<file path="src/iatirq_pkg.sv">
// ----------------------------------------------------------------------------
// iatirq_pkg
// Shared types and constants for the two-timer interrupt adapter.
// ----------------------------------------------------------------------------
package iatirq_pkg;

	localparam logic [1:0] KIND_READ  = 2'd1;
	localparam logic [1:0] KIND_WRITE = 2'd2;

	localparam logic [3:0] REG_TA_LO = 4'h4;
	localparam logic [3:0] REG_TA_HI = 4'h5;
	localparam logic [3:0] REG_TB_LO = 4'h6;
	localparam logic [3:0] REG_TB_HI = 4'h7;
	localparam logic [3:0] REG_ICR   = 4'hd;
	localparam logic [3:0] REG_CRA   = 4'he;
	localparam logic [3:0] REG_CRB   = 4'hf;

	localparam int unsigned CTRL_START_BIT   = 0;
	localparam int unsigned CTRL_ONESHOT_BIT = 3;
	localparam int unsigned CTRL_LOAD_BIT    = 4;
	localparam int unsigned ICR_SET_BIT      = 7;
	localparam logic [6:0]  MASK_BITS        = 7'h7f;

	typedef enum logic [2:0] {
		RD_NONE,
		RD_CNT_A_LO,
		RD_CNT_A_HI,
		RD_CNT_B_LO,
		RD_CNT_B_HI,
		RD_STATUS,
		RD_CTRL_A,
		RD_CTRL_B
	} rd_sel_t;

	typedef enum logic [2:0] {
		WR_NONE,
		WR_LATCH_A_LO,
		WR_LATCH_A_HI,
		WR_LATCH_B_LO,
		WR_LATCH_B_HI,
		WR_MASK,
		WR_CTRL_A,
		WR_CTRL_B
	} wr_sel_t;

	typedef enum logic [1:0] {
		MODE_STOPPED = 2'd0,
		MODE_CONT    = 2'd1,
		MODE_ONCE    = 2'd2
	} mode_t;

	typedef struct packed {
		rd_sel_t    rd_sel;
		wr_sel_t    wr_sel;
		logic [7:0] data;
		logic [7:0] dt;
	} cmd_t;

endpackage

</file>
<file path="src/iatirq_req_if.sv">
// ----------------------------------------------------------------------------
// iatirq_req_if
// Bus access and tick channel into the adapter.
// ----------------------------------------------------------------------------
interface iatirq_req_if;
	logic       valid;
	logic       ready;
	logic [1:0] kind;
	logic [3:0] reg_index;
	logic [7:0] write_data;
	logic [7:0] elapsed_cycles;

	modport source (output valid, kind, reg_index, write_data, elapsed_cycles, input ready);
	modport sink (input valid, kind, reg_index, write_data, elapsed_cycles, output ready);
endinterface

</file>
<file path="src/iatirq_rsp_if.sv">
// ----------------------------------------------------------------------------
// iatirq_rsp_if
// Result channel out of the adapter.
// ----------------------------------------------------------------------------
interface iatirq_rsp_if;
	logic       valid;
	logic       ready;
	logic [7:0] read_data;
	logic       irq_request;
	logic       nmi_request;
	logic       timers_active;

	modport source (output valid, read_data, irq_request, nmi_request, timers_active,
		input ready);
	modport sink (input valid, read_data, irq_request, nmi_request, timers_active,
		output ready);
endinterface

</file>
<file path="src/iatirq_front.sv">
// ----------------------------------------------------------------------------
// iatirq_front
// Accepts transactions and decodes them into register read/write selects.
// ----------------------------------------------------------------------------
module iatirq_front (
	iatirq_req_if.sink        req,
	output logic              push_valid,
	output iatirq_pkg::cmd_t  push_cmd,
	input  logic              push_ready
);

	always_comb begin
		push_cmd.rd_sel = iatirq_pkg::RD_NONE;
		push_cmd.wr_sel = iatirq_pkg::WR_NONE;
		push_cmd.data   = req.write_data;
		push_cmd.dt     = req.elapsed_cycles;
		if (req.kind == iatirq_pkg::KIND_READ) begin
			case (req.reg_index)
				iatirq_pkg::REG_TA_LO: push_cmd.rd_sel = iatirq_pkg::RD_CNT_A_LO;
				iatirq_pkg::REG_TA_HI: push_cmd.rd_sel = iatirq_pkg::RD_CNT_A_HI;
				iatirq_pkg::REG_TB_LO: push_cmd.rd_sel = iatirq_pkg::RD_CNT_B_LO;
				iatirq_pkg::REG_TB_HI: push_cmd.rd_sel = iatirq_pkg::RD_CNT_B_HI;
				iatirq_pkg::REG_ICR:   push_cmd.rd_sel = iatirq_pkg::RD_STATUS;
				iatirq_pkg::REG_CRA:   push_cmd.rd_sel = iatirq_pkg::RD_CTRL_A;
				iatirq_pkg::REG_CRB:   push_cmd.rd_sel = iatirq_pkg::RD_CTRL_B;
				default:               push_cmd.rd_sel = iatirq_pkg::RD_NONE;
			endcase
		end else if (req.kind == iatirq_pkg::KIND_WRITE) begin
			case (req.reg_index)
				iatirq_pkg::REG_TA_LO: push_cmd.wr_sel = iatirq_pkg::WR_LATCH_A_LO;
				iatirq_pkg::REG_TA_HI: push_cmd.wr_sel = iatirq_pkg::WR_LATCH_A_HI;
				iatirq_pkg::REG_TB_LO: push_cmd.wr_sel = iatirq_pkg::WR_LATCH_B_LO;
				iatirq_pkg::REG_TB_HI: push_cmd.wr_sel = iatirq_pkg::WR_LATCH_B_HI;
				iatirq_pkg::REG_ICR:   push_cmd.wr_sel = iatirq_pkg::WR_MASK;
				iatirq_pkg::REG_CRA:   push_cmd.wr_sel = iatirq_pkg::WR_CTRL_A;
				iatirq_pkg::REG_CRB:   push_cmd.wr_sel = iatirq_pkg::WR_CTRL_B;
				default:               push_cmd.wr_sel = iatirq_pkg::WR_NONE;
			endcase
		end
	end

	assign push_valid = req.valid;
	assign req.ready  = push_ready;

endmodule

</file>
<file path="src/iatirq_queue.sv">
// ----------------------------------------------------------------------------
// iatirq_queue
// Small FIFO of decoded commands between the front and back ends.
// ----------------------------------------------------------------------------
module iatirq_queue #(
	parameter int unsigned DEPTH = 2
) (
	input  logic              clk,
	input  logic              arst_n,
	input  logic              push_valid,
	input  iatirq_pkg::cmd_t  push_cmd,
	output logic              push_ready,
	output logic              pop_valid,
	output iatirq_pkg::cmd_t  pop_cmd,
	input  logic              pop_ready
);

	localparam int unsigned PTR_W = $clog2(DEPTH);
	localparam int unsigned CNT_W = $clog2(DEPTH + 1);

	iatirq_pkg::cmd_t  mem_q [DEPTH];
	logic [PTR_W-1:0]  wr_ptr_q;
	logic [PTR_W-1:0]  rd_ptr_q;
	logic [CNT_W-1:0]  count_q;
	logic              push;
	logic              pop;

	assign push_ready = (count_q != CNT_W'(DEPTH));
	assign pop_valid  = (count_q != '0);
	assign pop_cmd    = mem_q[rd_ptr_q];
	assign push       = push_valid && push_ready;
	assign pop        = pop_valid && pop_ready;

	always_ff @(posedge clk or negedge arst_n) begin
		if (!arst_n) begin
			wr_ptr_q <= '0;
			rd_ptr_q <= '0;
			count_q  <= '0;
		end else begin
			if (push) begin
				wr_ptr_q <= (wr_ptr_q == PTR_W'(DEPTH - 1)) ? '0 : wr_ptr_q + 1'b1;
			end
			if (pop) begin
				rd_ptr_q <= (rd_ptr_q == PTR_W'(DEPTH - 1)) ? '0 : rd_ptr_q + 1'b1;
			end
			if (push && !pop) begin
				count_q <= count_q + 1'b1;
			end else if (pop && !push) begin
				count_q <= count_q - 1'b1;
			end
		end
	end

	always_ff @(posedge clk) begin
		if (push) begin
			mem_q[wr_ptr_q] <= push_cmd;
		end
	end

endmodule

</file>
<file path="src/iatirq_back.sv">
// ----------------------------------------------------------------------------
// iatirq_back
// Executes commands: register access, timer advance, interrupt update.
// ----------------------------------------------------------------------------
module iatirq_back (
	input  logic              clk,
	input  logic              arst_n,
	input  logic              cfg_we,
	input  logic              cfg_wdata,
	input  logic              pop_valid,
	input  iatirq_pkg::cmd_t  pop_cmd,
	output logic              pop_ready,
	iatirq_rsp_if.source      rsp
);

	typedef struct packed {
		logic [15:0]       count;
		iatirq_pkg::mode_t mode;
		logic              uf;
	} tmr_t;

	function automatic tmr_t advance(logic [15:0] count, iatirq_pkg::mode_t mode,
		logic [15:0] latch, logic [7:0] dt);
		tmr_t        r;
		logic [15:0] diff;
		diff   = count - {8'd0, dt};
		r.count = count;
		r.mode  = mode;
		r.uf    = 1'b0;
		if (mode == iatirq_pkg::MODE_CONT || mode == iatirq_pkg::MODE_ONCE) begin
			if (count >= {8'd0, dt}) begin
				r.count = diff;
			end else begin
				r.uf = 1'b1;
				if (mode == iatirq_pkg::MODE_CONT) begin
					r.count = latch + diff;
				end else begin
					r.count = '0;
					r.mode  = iatirq_pkg::MODE_STOPPED;
				end
			end
		end
		return r;
	endfunction

	function automatic tmr_t control(tmr_t t, logic [7:0] v, logic [15:0] latch);
		tmr_t r;
		r = t;
		if (v[iatirq_pkg::CTRL_LOAD_BIT]) begin
			r.count = latch;
		end
		if (!v[iatirq_pkg::CTRL_START_BIT]) begin
			r.mode = iatirq_pkg::MODE_STOPPED;
		end else if (v[iatirq_pkg::CTRL_ONESHOT_BIT]) begin
			r.mode = iatirq_pkg::MODE_ONCE;
		end else begin
			r.mode = iatirq_pkg::MODE_CONT;
		end
		return r;
	endfunction

	logic [15:0]       count_a_q, count_b_q, latch_a_q, latch_b_q;
	iatirq_pkg::mode_t mode_a_q, mode_b_q;
	logic [6:0]        irq_mask_q;
	logic [7:0]        irq_status_q, ctrl_a_q, ctrl_b_q;
	logic              unit_select_q;
	logic              out_valid_q;
	logic [7:0]        read_data_q;
	logic              irq_q, nmi_q, active_q;

	logic [15:0]       latch_a_n, latch_b_n;
	tmr_t              ta, tb;
	logic [6:0]        mask_n;
	logic [7:0]        status_n, fresh;
	logic [7:0]        rd;
	logic              running;
	logic              pop;

	assign pop_ready = !out_valid_q || rsp.ready;
	assign pop       = pop_valid && pop_ready;

	always_comb begin
		case (pop_cmd.rd_sel)
			iatirq_pkg::RD_CNT_A_LO: rd = count_a_q[7:0];
			iatirq_pkg::RD_CNT_A_HI: rd = count_a_q[15:8];
			iatirq_pkg::RD_CNT_B_LO: rd = count_b_q[7:0];
			iatirq_pkg::RD_CNT_B_HI: rd = count_b_q[15:8];
			iatirq_pkg::RD_STATUS:   rd = irq_status_q;
			iatirq_pkg::RD_CTRL_A:   rd = ctrl_a_q;
			iatirq_pkg::RD_CTRL_B:   rd = ctrl_b_q;
			default:                 rd = 8'd0;
		endcase

		latch_a_n = latch_a_q;
		latch_b_n = latch_b_q;
		case (pop_cmd.wr_sel)
			iatirq_pkg::WR_LATCH_A_LO: latch_a_n[7:0]  = pop_cmd.data;
			iatirq_pkg::WR_LATCH_A_HI: latch_a_n[15:8] = pop_cmd.data;
			iatirq_pkg::WR_LATCH_B_LO: latch_b_n[7:0]  = pop_cmd.data;
			iatirq_pkg::WR_LATCH_B_HI: latch_b_n[15:8] = pop_cmd.data;
			default: ;
		endcase

		ta = advance(count_a_q, mode_a_q, latch_a_n, pop_cmd.dt);
		tb = advance(count_b_q, mode_b_q, latch_b_n, pop_cmd.dt);
		fresh = {6'd0, tb.uf, ta.uf};

		status_n = (pop_cmd.rd_sel == iatirq_pkg::RD_STATUS) ? 8'd0 : irq_status_q;

		mask_n = irq_mask_q;
		if (pop_cmd.wr_sel == iatirq_pkg::WR_MASK) begin
			if (pop_cmd.data[iatirq_pkg::ICR_SET_BIT]) begin
				mask_n = irq_mask_q | pop_cmd.data[6:0];
			end else begin
				mask_n = irq_mask_q & (~pop_cmd.data[6:0] & iatirq_pkg::MASK_BITS);
			end
		end
		if (pop_cmd.wr_sel == iatirq_pkg::WR_CTRL_A) begin
			ta = control(ta, pop_cmd.data, latch_a_n);
		end
		if (pop_cmd.wr_sel == iatirq_pkg::WR_CTRL_B) begin
			tb = control(tb, pop_cmd.data, latch_b_n);
		end

		running = (ta.mode == iatirq_pkg::MODE_CONT) || (ta.mode == iatirq_pkg::MODE_ONCE) ||
			(tb.mode == iatirq_pkg::MODE_CONT) || (tb.mode == iatirq_pkg::MODE_ONCE);

		if ((mask_n & fresh[6:0]) != 7'd0) begin
			fresh[7] = 1'b1;
		end
		status_n = status_n | fresh;
	end

	always_ff @(posedge clk or negedge arst_n) begin
		if (!arst_n) begin
			count_a_q     <= '0;
			count_b_q     <= '0;
			latch_a_q     <= '0;
			latch_b_q     <= '0;
			mode_a_q      <= iatirq_pkg::MODE_STOPPED;
			mode_b_q      <= iatirq_pkg::MODE_STOPPED;
			irq_mask_q    <= '0;
			irq_status_q  <= '0;
			ctrl_a_q      <= '0;
			ctrl_b_q      <= '0;
			unit_select_q <= 1'b0;
			out_valid_q   <= 1'b0;
		end else begin
			if (cfg_we) begin
				unit_select_q <= cfg_wdata;
			end
			if (pop) begin
				count_a_q    <= ta.count;
				count_b_q    <= tb.count;
				mode_a_q     <= ta.mode;
				mode_b_q     <= tb.mode;
				latch_a_q    <= latch_a_n;
				latch_b_q    <= latch_b_n;
				irq_mask_q   <= mask_n;
				irq_status_q <= status_n;
				if (pop_cmd.wr_sel == iatirq_pkg::WR_CTRL_A) begin
					ctrl_a_q <= pop_cmd.data;
				end
				if (pop_cmd.wr_sel == iatirq_pkg::WR_CTRL_B) begin
					ctrl_b_q <= pop_cmd.data;
				end
				out_valid_q <= 1'b1;
			end else if (rsp.ready) begin
				out_valid_q <= 1'b0;
			end
		end
	end

	always_ff @(posedge clk) begin
		if (pop) begin
			read_data_q <= rd;
			irq_q       <= status_n[7] && !unit_select_q;
			nmi_q       <= status_n[7] && unit_select_q;
			active_q    <= running || status_n[7];
		end
	end

	assign rsp.valid         = out_valid_q;
	assign rsp.read_data     = read_data_q;
	assign rsp.irq_request   = irq_q;
	assign rsp.nmi_request   = nmi_q;
	assign rsp.timers_active = active_q;

endmodule

</file>
<file path="src/interface_adapter_timers_irq.sv">
// ----------------------------------------------------------------------------
// interface_adapter_timers_irq
// Two-timer interrupt adapter, 6526 style, with decoupled decode and execute.
// ----------------------------------------------------------------------------
// Each request transaction carries an optional register read or write and a
// tick count; it yields one response with the read byte and the IRQ/NMI and
// activity flags. The decode stage feeds a QUEUE_DEPTH-entry command FIFO, and
// the execute stage applies one command per cycle (one subtract/compare per
// timer), so throughput is one transaction per clock while responses are
// taken; a command passes the queue, then the response register. While a
// response waits to be taken the execute stage holds, and the queue absorbs
// up to QUEUE_DEPTH further transactions before the request channel stalls.
// unit_select (cfg_we/cfg_wdata) steers the interrupt to IRQ (0) or NMI (1).
module interface_adapter_timers_irq #(
	parameter int unsigned QUEUE_DEPTH = 2
) (
	input  logic         clk,
	input  logic         arst_n,
	iatirq_req_if.sink   req,
	iatirq_rsp_if.source rsp,
	input  logic         cfg_we,
	input  logic         cfg_wdata
);

	logic             push_valid;
	logic             push_ready;
	iatirq_pkg::cmd_t push_cmd;
	logic             q_valid;
	logic             q_ready;
	iatirq_pkg::cmd_t q_cmd;

	iatirq_front u_front (
		.req        (req),
		.push_valid (push_valid),
		.push_cmd   (push_cmd),
		.push_ready (push_ready)
	);

	iatirq_queue #(
		.DEPTH (QUEUE_DEPTH)
	) u_queue (
		.clk        (clk),
		.arst_n     (arst_n),
		.push_valid (push_valid),
		.push_cmd   (push_cmd),
		.push_ready (push_ready),
		.pop_valid  (q_valid),
		.pop_cmd    (q_cmd),
		.pop_ready  (q_ready)
	);

	iatirq_back u_back (
		.clk       (clk),
		.arst_n    (arst_n),
		.cfg_we    (cfg_we),
		.cfg_wdata (cfg_wdata),
		.pop_valid (q_valid),
		.pop_cmd   (q_cmd),
		.pop_ready (q_ready),
		.rsp       (rsp)
	);

`ifndef SYNTHESIS
	a_push_lands: assert property (@(posedge clk) disable iff (!arst_n)
		(req.valid && req.ready) |=> q_valid)
		else $error("accepted transaction did not reach the command queue");

	a_pop_yields_rsp: assert property (@(posedge clk) disable iff (!arst_n)
		(q_valid && q_ready) |=> rsp.valid)
		else $error("executed command produced no response");

	a_irq_nmi_excl: assert property (@(posedge clk) disable iff (!arst_n)
		rsp.valid |-> !(rsp.irq_request && rsp.nmi_request))
		else $error("IRQ and NMI raised together");

	a_irq_active: assert property (@(posedge clk) disable iff (!arst_n)
		(rsp.valid && (rsp.irq_request || rsp.nmi_request)) |-> rsp.timers_active)
		else $error("interrupt pending but not reported active");
`endif

endmodule
</file>
<file path="src/flat_wrapper.sv">
// flat-port wrapper written by rule: the top's interface ports become plain ports
module interface_adapter_timers_irq_flat 
#(
	parameter int unsigned QUEUE_DEPTH = 2
)
  (clk, arst_n, cfg_we, cfg_wdata, req_valid, req_kind, req_reg_index, req_write_data, req_elapsed_cycles, req_ready, rsp_valid, rsp_read_data, rsp_irq_request, rsp_nmi_request, rsp_timers_active, rsp_ready);
  iatirq_req_if req_i ();
  iatirq_rsp_if rsp_i ();
  input  logic clk;
  input  logic arst_n;
  input  logic cfg_we;
  input  logic cfg_wdata;
  input wire logic [$bits(req_i.valid)-1:0] req_valid;
  input wire logic [$bits(req_i.kind)-1:0] req_kind;
  input wire logic [$bits(req_i.reg_index)-1:0] req_reg_index;
  input wire logic [$bits(req_i.write_data)-1:0] req_write_data;
  input wire logic [$bits(req_i.elapsed_cycles)-1:0] req_elapsed_cycles;
  output wire logic [$bits(req_i.ready)-1:0] req_ready;
  output wire logic [$bits(rsp_i.valid)-1:0] rsp_valid;
  output wire logic [$bits(rsp_i.read_data)-1:0] rsp_read_data;
  output wire logic [$bits(rsp_i.irq_request)-1:0] rsp_irq_request;
  output wire logic [$bits(rsp_i.nmi_request)-1:0] rsp_nmi_request;
  output wire logic [$bits(rsp_i.timers_active)-1:0] rsp_timers_active;
  input wire logic [$bits(rsp_i.ready)-1:0] rsp_ready;
  assign req_i.valid = req_valid;
  assign req_i.kind = req_kind;
  assign req_i.reg_index = req_reg_index;
  assign req_i.write_data = req_write_data;
  assign req_i.elapsed_cycles = req_elapsed_cycles;
  assign req_ready = req_i.ready;
  assign rsp_valid = rsp_i.valid;
  assign rsp_read_data = rsp_i.read_data;
  assign rsp_irq_request = rsp_i.irq_request;
  assign rsp_nmi_request = rsp_i.nmi_request;
  assign rsp_timers_active = rsp_i.timers_active;
  assign rsp_i.ready = rsp_ready;
  interface_adapter_timers_irq #(.QUEUE_DEPTH(QUEUE_DEPTH)) u_core (.clk(clk), .arst_n(arst_n), .req(req_i), .rsp(rsp_i), .cfg_we(cfg_we), .cfg_wdata(cfg_wdata));
endmodule
</file>
<file path="config.mk">
export PLATFORM = sky130hd
export DESIGN_NAME = interface_adapter_timers_irq_flat
export DESIGN_NICKNAME = d
export VERILOG_FILES = /design/src/iatirq_pkg.sv /design/src/iatirq_req_if.sv /design/src/iatirq_rsp_if.sv /design/src/iatirq_front.sv /design/src/iatirq_queue.sv /design/src/iatirq_back.sv /design/src/interface_adapter_timers_irq.sv /design/src/flat_wrapper.sv
export SDC_FILE = /design/constraint.sdc
export NUM_CORES = 1
export LEC_CHECK = 0
export ABC_AREA = 1
export BUFFER_PORTS_ARGS = -buffer_cell sky130_fd_sc_hd__buf_2
export CAP_MARGIN = 20
export CORE_MARGIN = 2
export CORE_UTILIZATION = 32
export CTS_CLUSTER_DIAMETER = 200
export DETAILED_ROUTE_END_ITERATION = 10
export PLACE_DENSITY_LB_ADDON = 0.05
export RECOVER_POWER = 50
export SLEW_MARGIN = 0
export SYNTH_ARGS = -nofsm -noshare
export SYNTH_HDL_FRONTEND = slang
export SYNTH_SLANG_ARGS = --single-unit
export TNS_END_PERCENT = 5
</file>
<file path="constraint.sdc">
create_clock -name clk -period 6 [get_ports clk]
set_input_delay 0.6 -clock clk [delete_from_list [all_inputs] [get_ports clk]]
set_output_delay 0.6 -clock clk [all_outputs]
set_load 0.02 [all_outputs]
</file>
# Word level (Yosys, flattened, before mapping)
# Memories as Yosys holds them, arrays and structs flattened.
# Index checks and enable logic that the tools add are counted.
totals:
  reg_bits: 116
  latchBits: 0
  ram_bits: 44
  mem_bits_ro: 0
  input_bits: 28
  out_inout_bits: 13
  word_cells: 127
  mem_count: 1
op_classes:
  n_addsub: 8
  mul: 0
  div: 0
  magnitude_cmp: 2
  n_eq_ne: 32
  n_shift: 0
  muxes: 37
  bitwise_logic: 5
  n_reduce_logical: 23
memory_table:
  columns: ["name", "depth", "word_bits", "read_ports", "rd_clocked_by_memory_dff", "wr", "line", "rtl"]
  rows:
  - ["u_core.u_queue.mem_q", 2, 22, 1, 0, 1, "iatirq_queue.sv:21", "iatirq_pkg::cmd_t mem_q [DEPTH];"]
op_table:
  columns: ["operator", "n"]
  rows:
  - ["$mux 16", 6]
  - ["$mux 19", 4]
  - ["$pmux 8 s7", 1]
  - ["$mux 8", 5]
  - ["$add 16x16->16", 2]
  - ["$ge 16x8->1", 2]
  - ["$sub 16x8->16", 2]
  - ["$eq 3x3->1 const B", 8]
  - ["$pmux 3 s7", 1]
  - ["$eq 4x3->1 const B", 4]
  - ["$mux 3", 5]
  - ["$mux 7", 2]
  - ["$eq 3x2->1 const B", 4]
  - ["$eq 4x4->1 const B", 3]
  - ["$mux 2", 6]
  - ["$eq 2x1->1 const B", 5]
  - ["$eq 2x2->1 const B", 5]
  - ["$or 8x8->8", 1]
  - ["$and 7x2->7", 1]
  - ["$and 7x7->7", 1]
  - ["$logic_or 1x1->1", 7]
  - ["$mux 1", 7]
  - ["$not 7->7", 1]
  - ["$or 7x7->7", 1]
  - ["other kinds (10)", 23]

# Depth between registers and ports, before layout
# An unclocked memory read counts as a cell.
depth:
  depth_word: 14
  ltp_mapped: 30

# Hierarchy
# A second synthesis with hierarchy kept.
hier_totals:
  cells_unflattened: 1442
  area_unflattened_um2: 10521.3
modules_own_cells:
  columns: ["module", "n_inst", "cells_each", "area_each_um2", "seq_area_each_um2"]
  rows:
  - ["iatirq_back", 1, 1260, 8469.4, 2607.5]
  - ["iatirq_queue", 1, 143, 1824.2, 1421.4]
  - ["iatirq_front", 1, 39, 227.7, 0.0]

# Worst setup path before layout
# No wires, ideal clock.
synth_timing:
  path_kind: "reg-to-reg"
  start: "reg u_core.u_queue.rd_ptr_q"
  end: "reg u_core.u_back.count_a_q[15]"
  setup_ps: 116
  arrival_ps: 3640
  t_required_ps: 5884
  path_slack_ps: 2243
  stages_incl_launch_ff: 23
  n_path_buf: 2
  synth_period_minus_slack_ps: 3757
  cell_sequence: "dfrtp_1 > buf_4 > buf_4 > mux2i_1 > ha_1 > a21o_1 > a21oi_1 > nand4_1 > or2_2 > and2_1 > ha_1 > a21oi_1 > o21ai_0 > nand2_1 > nand2_1 > a21oi_1 > nand3_1 > nand3_1 > nand2_1 > nand2_1 > nand2_1 > nand2_1 > nand2_1"
synth_between:
  elab_chain_cells: 9
  word_cells_on_any_way: 14
  cone_classes: "2 x add/sub; 1 x order compare; 3 x eq/ne; 7 x mux; 1 x memory"
synth_lines:
  columns: ["element", "line", "rtl"]
  rows:
  - ["start: declaration", "iatirq_queue.sv:23", "logic [PTR_W-1:0] rd_ptr_q;"]
  - ["start signal: assignment", "iatirq_queue.sv:44", "rd_ptr_q <= (rd_ptr_q == PTR_W'(DEPTH - 1)) ? '0 : rd_ptr_q + 1'b1;"]
  - ["$mem_v2 2x22 (*)", null, null]
  - ["parallel branches: the longest is 7 deep, another holds $sub 16x8->16", null, null]
  - ["$mux 19 (*)", "iatirq_back.sv:118", "if (pop_cmd.wr_sel == iatirq_pkg::WR_CTRL_A) begin"]
  - ["end signal: assignment", "iatirq_back.sv:153", "count_a_q <= ta.count;"]
  - ["end: declaration", "iatirq_back.sv:62", "logic [15:0] count_a_q, count_b_q, latch_a_q, latch_b_q;"]
# Every way passes the cells marked *.
# A chain may end at the register's enable or synchronous reset.

# Worst setup path after layout
# Ends and elaborated chain as after synthesis.

==> impl_summary.log <==
[metrics] run status: complete, but fails checks
[metrics] violations in the final reports: max-capacitance violations, max-slew violations
[metrics] library cell appearing most often on the critical path: nand2_1
[metrics] sort of element at the start of the critical path: register
[metrics] CP Cell Sequence: buf_4, mux2i_1, ha_1, a21o_1, a21oi_1, nand4_1, or2_2, and2_1, ha_1, a21oi_1, o21ai_0, nand2_1, nand2_1, a21oi_1, nand3_1, nand3_1, nand2_1, nand2_1, nand2_1, nand2_1, nand2_1
[metrics] classification of the worst setup path: register to register
[metrics] crit path time final: 4.351 ns
[metrics] Crit path buffers/inverters: 1
[metrics] number of enable flip-flop cells after synthesis: between 50 and 60
[metrics] initial antenna violation count: 3
[metrics] number of violations of the max-capacitance limit: 1
[metrics] Clk Tree Root Cell: clkbuf_16
[metrics] Async S/R FF share, synth: between 60% and 70%
[metrics] most common flop cell mapped by yosys: dfrtp_1
[metrics] site row count: 65
[metrics] global routing usage summed across all routing layers: between 20% and 30%
[metrics] Final Skew: about 0.021 ns
[metrics] highest-delay cell along the critical path: mux2i_1
[metrics] DP Cell Count: about 1800
[metrics] net count after synthesis: 1445
[metrics] CTS buffer count: 17
[metrics] total I/O pin count: 41
[metrics] Clock Path Buffers: 2
[metrics] RSZ-0062 raised after global routing: no
[metrics] capture instance of the worst register-to-register path: u_core.u_back.count_a_q[15]
[metrics] post-synthesis register bit count: 150
[metrics] router iterations before antenna repair: 5
[metrics] Avg Inst Size Synth: about 7.6 um^2
[metrics] clock-pin slew on the worst setup and hold paths: approximately 0.080 ns
[metrics] Post-CTS Hold Fix Bufs: 0
[metrics] residual overflow from global routing: 0
[metrics] Critical Path Fanout Max: 22
[metrics] die span in y: approximately 180 um
[metrics] portion of the clock cycle consumed by the worst path in the final layout: 72.51%
[metrics] clock latency on the worst-skew pair: between 0.4 and 0.5 ns
[metrics] Nets: roughly 1500
[metrics] Final setup violation count: 0
[metrics] Finished Layout Cells: about 1800
[metrics] Detail Placement HPWL: between 20000 and 30000 um
[metrics] endpoint type of the worst setup path: register
[metrics] depth of the worst hold-timing path: 2
[metrics] fill cell total of the finished layout: approximately 3300
[metrics] count of warnings emitted by yosys: 0
[metrics] type of the tightest min-delay check: primary input to register
[metrics] hold path startpoint: rsp_ready
[metrics] sequential element share of the synthesized area: between 30% and 40%
[metrics] final routed wirelength across all metal layers: 34370 um
[metrics] synthesized area: between 10000 and 15000 um^2
[metrics] highest-count cells in the layout ignoring fill and taps: nand2_1 (368), inv_1 (167), o21ai_0 (139)
[metrics] final instance area: roughly 12000 um^2
[metrics] Residual DRC: 0
[metrics] unique cell type count in the Yosys netlist: approximately 50
[metrics] arrival time of the worst setup path: 4.70 ns
[metrics] number of port buffers: 40
[metrics] Core Region: 31640 um^2
[metrics] total number of H-tree levels: 4
[metrics] routed wirelength normalized by instance count: about 19 um
[metrics] accumulated negative setup slack: 0 ns
[metrics] number of cells produced by synthesis: 1354
[metrics] Resized cells post-CTS: 0
[metrics] CP required: between 6 and 7 ns
[metrics] utilization of the core after routing: between 30% and 40%
[metrics] clock tree from TritonCTS: done
[metrics] wire length of the first global-routing pass: 53570 um
[metrics] vias post-DR: ~9000
[metrics] stage delay of the slowest cell on the critical path: roughly 0.60 ns
[metrics] maximum number of pins on one net before global-route repair: 66
[metrics] Multi-input gate area: ~5500 um^2
[metrics] DIE AREA: around 34000 um^2
[metrics] antenna diode instance count: 0
[metrics] count of buffers added by post-CTS timing repair for setup: 0
[metrics] reg-to-reg slack, setup: 1.65 ns
[metrics] hold violation count in the final report: 0
[metrics] worst rel slew slack: -85.25%
[metrics] family with the most delay on the worst path: simple AND/OR/NAND/NOR gates
[metrics] Area after DPL: roughly 11000 um^2
[metrics] vias in the first global route: 8837
[metrics] post-detailed-route count of antenna-violating nets: 0
[metrics] final weighted congestion in routability-driven placement: approximately 0.92
[metrics] proportion of layout cells with a drive suffix above 1: roughly 7.3%
[metrics] initial standard-cell utilization of the core: approximately a third
[metrics] capture endpoint of the worst hold path: u_core.u_back.rsp.valid
[metrics] depth of the most critical reg-to-reg path: 21
[metrics] slew at the pin with the worst max-slew slack: around 2.8 ns
[metrics] violation count after the first detailed-route iteration: 516
[metrics] start of the worst register-to-register path: u_core.u_queue.rd_ptr_q
[metrics] die extent in x: roughly 180 um
[metrics] area used by sequential logic in the layout: just over 4000 um^2
[metrics] number of pins with negative max-slew slack in the final report: 47
[metrics] most common cell after layout, fill and taps aside: nand2_1
[metrics] clk sink count: 150
[metrics] Area Growth Syn to Fin: 11.82%
[metrics] highest clock rate: between 200 and 250 MHz
[metrics] post-DR vias/cell: roughly 5.0
==> per-stage QoR <==
step / hold slack (ns) / setup WS (ns)
global placement: 0.4622 / 1.821
detailed placement: 0.4656 / 1.731
floorplan: 0.3044 / 2.243
CTS: 0.1920 / 1.718
global route: 0.3217 / 1.226
finish: 0.3343 / 1.649
==> cells in the mapped netlist, types with 6 or more instances <==
cell | count | area share (%)
a21oi_1 | 78 | 3.8
o22ai_1 | 17 | 1.0
a21o_1 | 9 | 0.65
nor2_1 | 86 | 3.1
clkbuf_1 | 15 | 0.55
nor2_2 | 6 | 0.36
o211ai_1 | 6 | 0.44
nand4_1 | 16 | 0.97
nor3_1 | 8 | 0.39
o21bai_1 | 17 | 1.2
inv_1 | 167 | 6.1
dfrtp_1 | 95 | 23
o21ai_0 | 139 | 6.7
inv_2 | 8 | 0.29
xnor2_1 | 18 | 1.5
buf_2 | 10 | 0.49
a31oi_1 | 8 | 0.49
nand3_1 | 49 | 2.4
xor2_1 | 26 | 2.2
o21ai_1 | 15 | 0.73
ha_1 | 59 | 7.2
nand2_1 | 368 | 13
edfxtp_1 | 55 | 16
mux2i_1 | 10 | 0.97
==> cell families after synthesis <==
group / after synthesis / share of synthesized area (%)
adder cells (fa/ha/maj): 63 / 7.931
AND/OR/NAND/NOR: 561 / 22.86
XOR/XNOR: 44 / 3.735
buffers and inverters: 212 / 8.198
flip-flops: 150 / 39.05
multiplexers: 10 / 0.9702
AO/OA/AOI/OAI: 314 / 17.26
==> registers in the layout (all words and copies together) (netlist names), 2 cells and up <==
register	count
u_core.u_back.latch_a_q	16
u_core.u_back.ctrl_a_q	8
u_core.u_back.rsp.read_data	8
u_core.u_back.irq_mask_q	2
u_core.u_back.mode_a_q	2
u_core.u_queue.count_q	2
u_core.u_back.mode_b_q	2
u_core.u_back.ctrl_b_q	8
u_core.u_queue.mem_q	44
u_core.u_back.irq_status_q	3
u_core.u_back.count_a_q	16
u_core.u_back.count_b_q	16
u_core.u_back.latch_b_q	16
==> layer usage <==
layer  global-route usage (%)  wire length (um)
met4                    6.912               744
met3                    3.051              1284
met5                        0                 0
met1                    30.30             17120
met2                    33.48             15220
==> cell type report <==
class	instances	share of cell area, %
multi-input combinational	992	47.33
sequential	150	34.92
inverter	176	5.726
tap	402	4.360
clock buffer	18	3.720
timing repair buffer	52	2.256
clock inverter	14	1.692
==> how the worst max path moves through the flow <==
stage,cells after the start,start,endpoint
2_1_floorplan,22,u_core.u_queue.rd_ptr_q,u_core.u_back.count_a_q[15]
3_3_place_gp,26,u_core.u_queue.rd_ptr_q,u_core.u_back.count_a_q[15]
3_5_place_dp,21,u_core.u_queue.rd_ptr_q,u_core.u_back.count_a_q[15]
4_1_cts,21,u_core.u_queue.rd_ptr_q,u_core.u_back.count_a_q[15]
5_1_grt,26,u_core.u_queue.rd_ptr_q,u_core.u_back.count_a_q[15]
6_report,21,u_core.u_queue.rd_ptr_q,u_core.u_back.count_a_q[15]
Power is left out: the tool's default activity adds up to more than one toggle a clock period on the data nets, which glitch-free logic cannot reach.
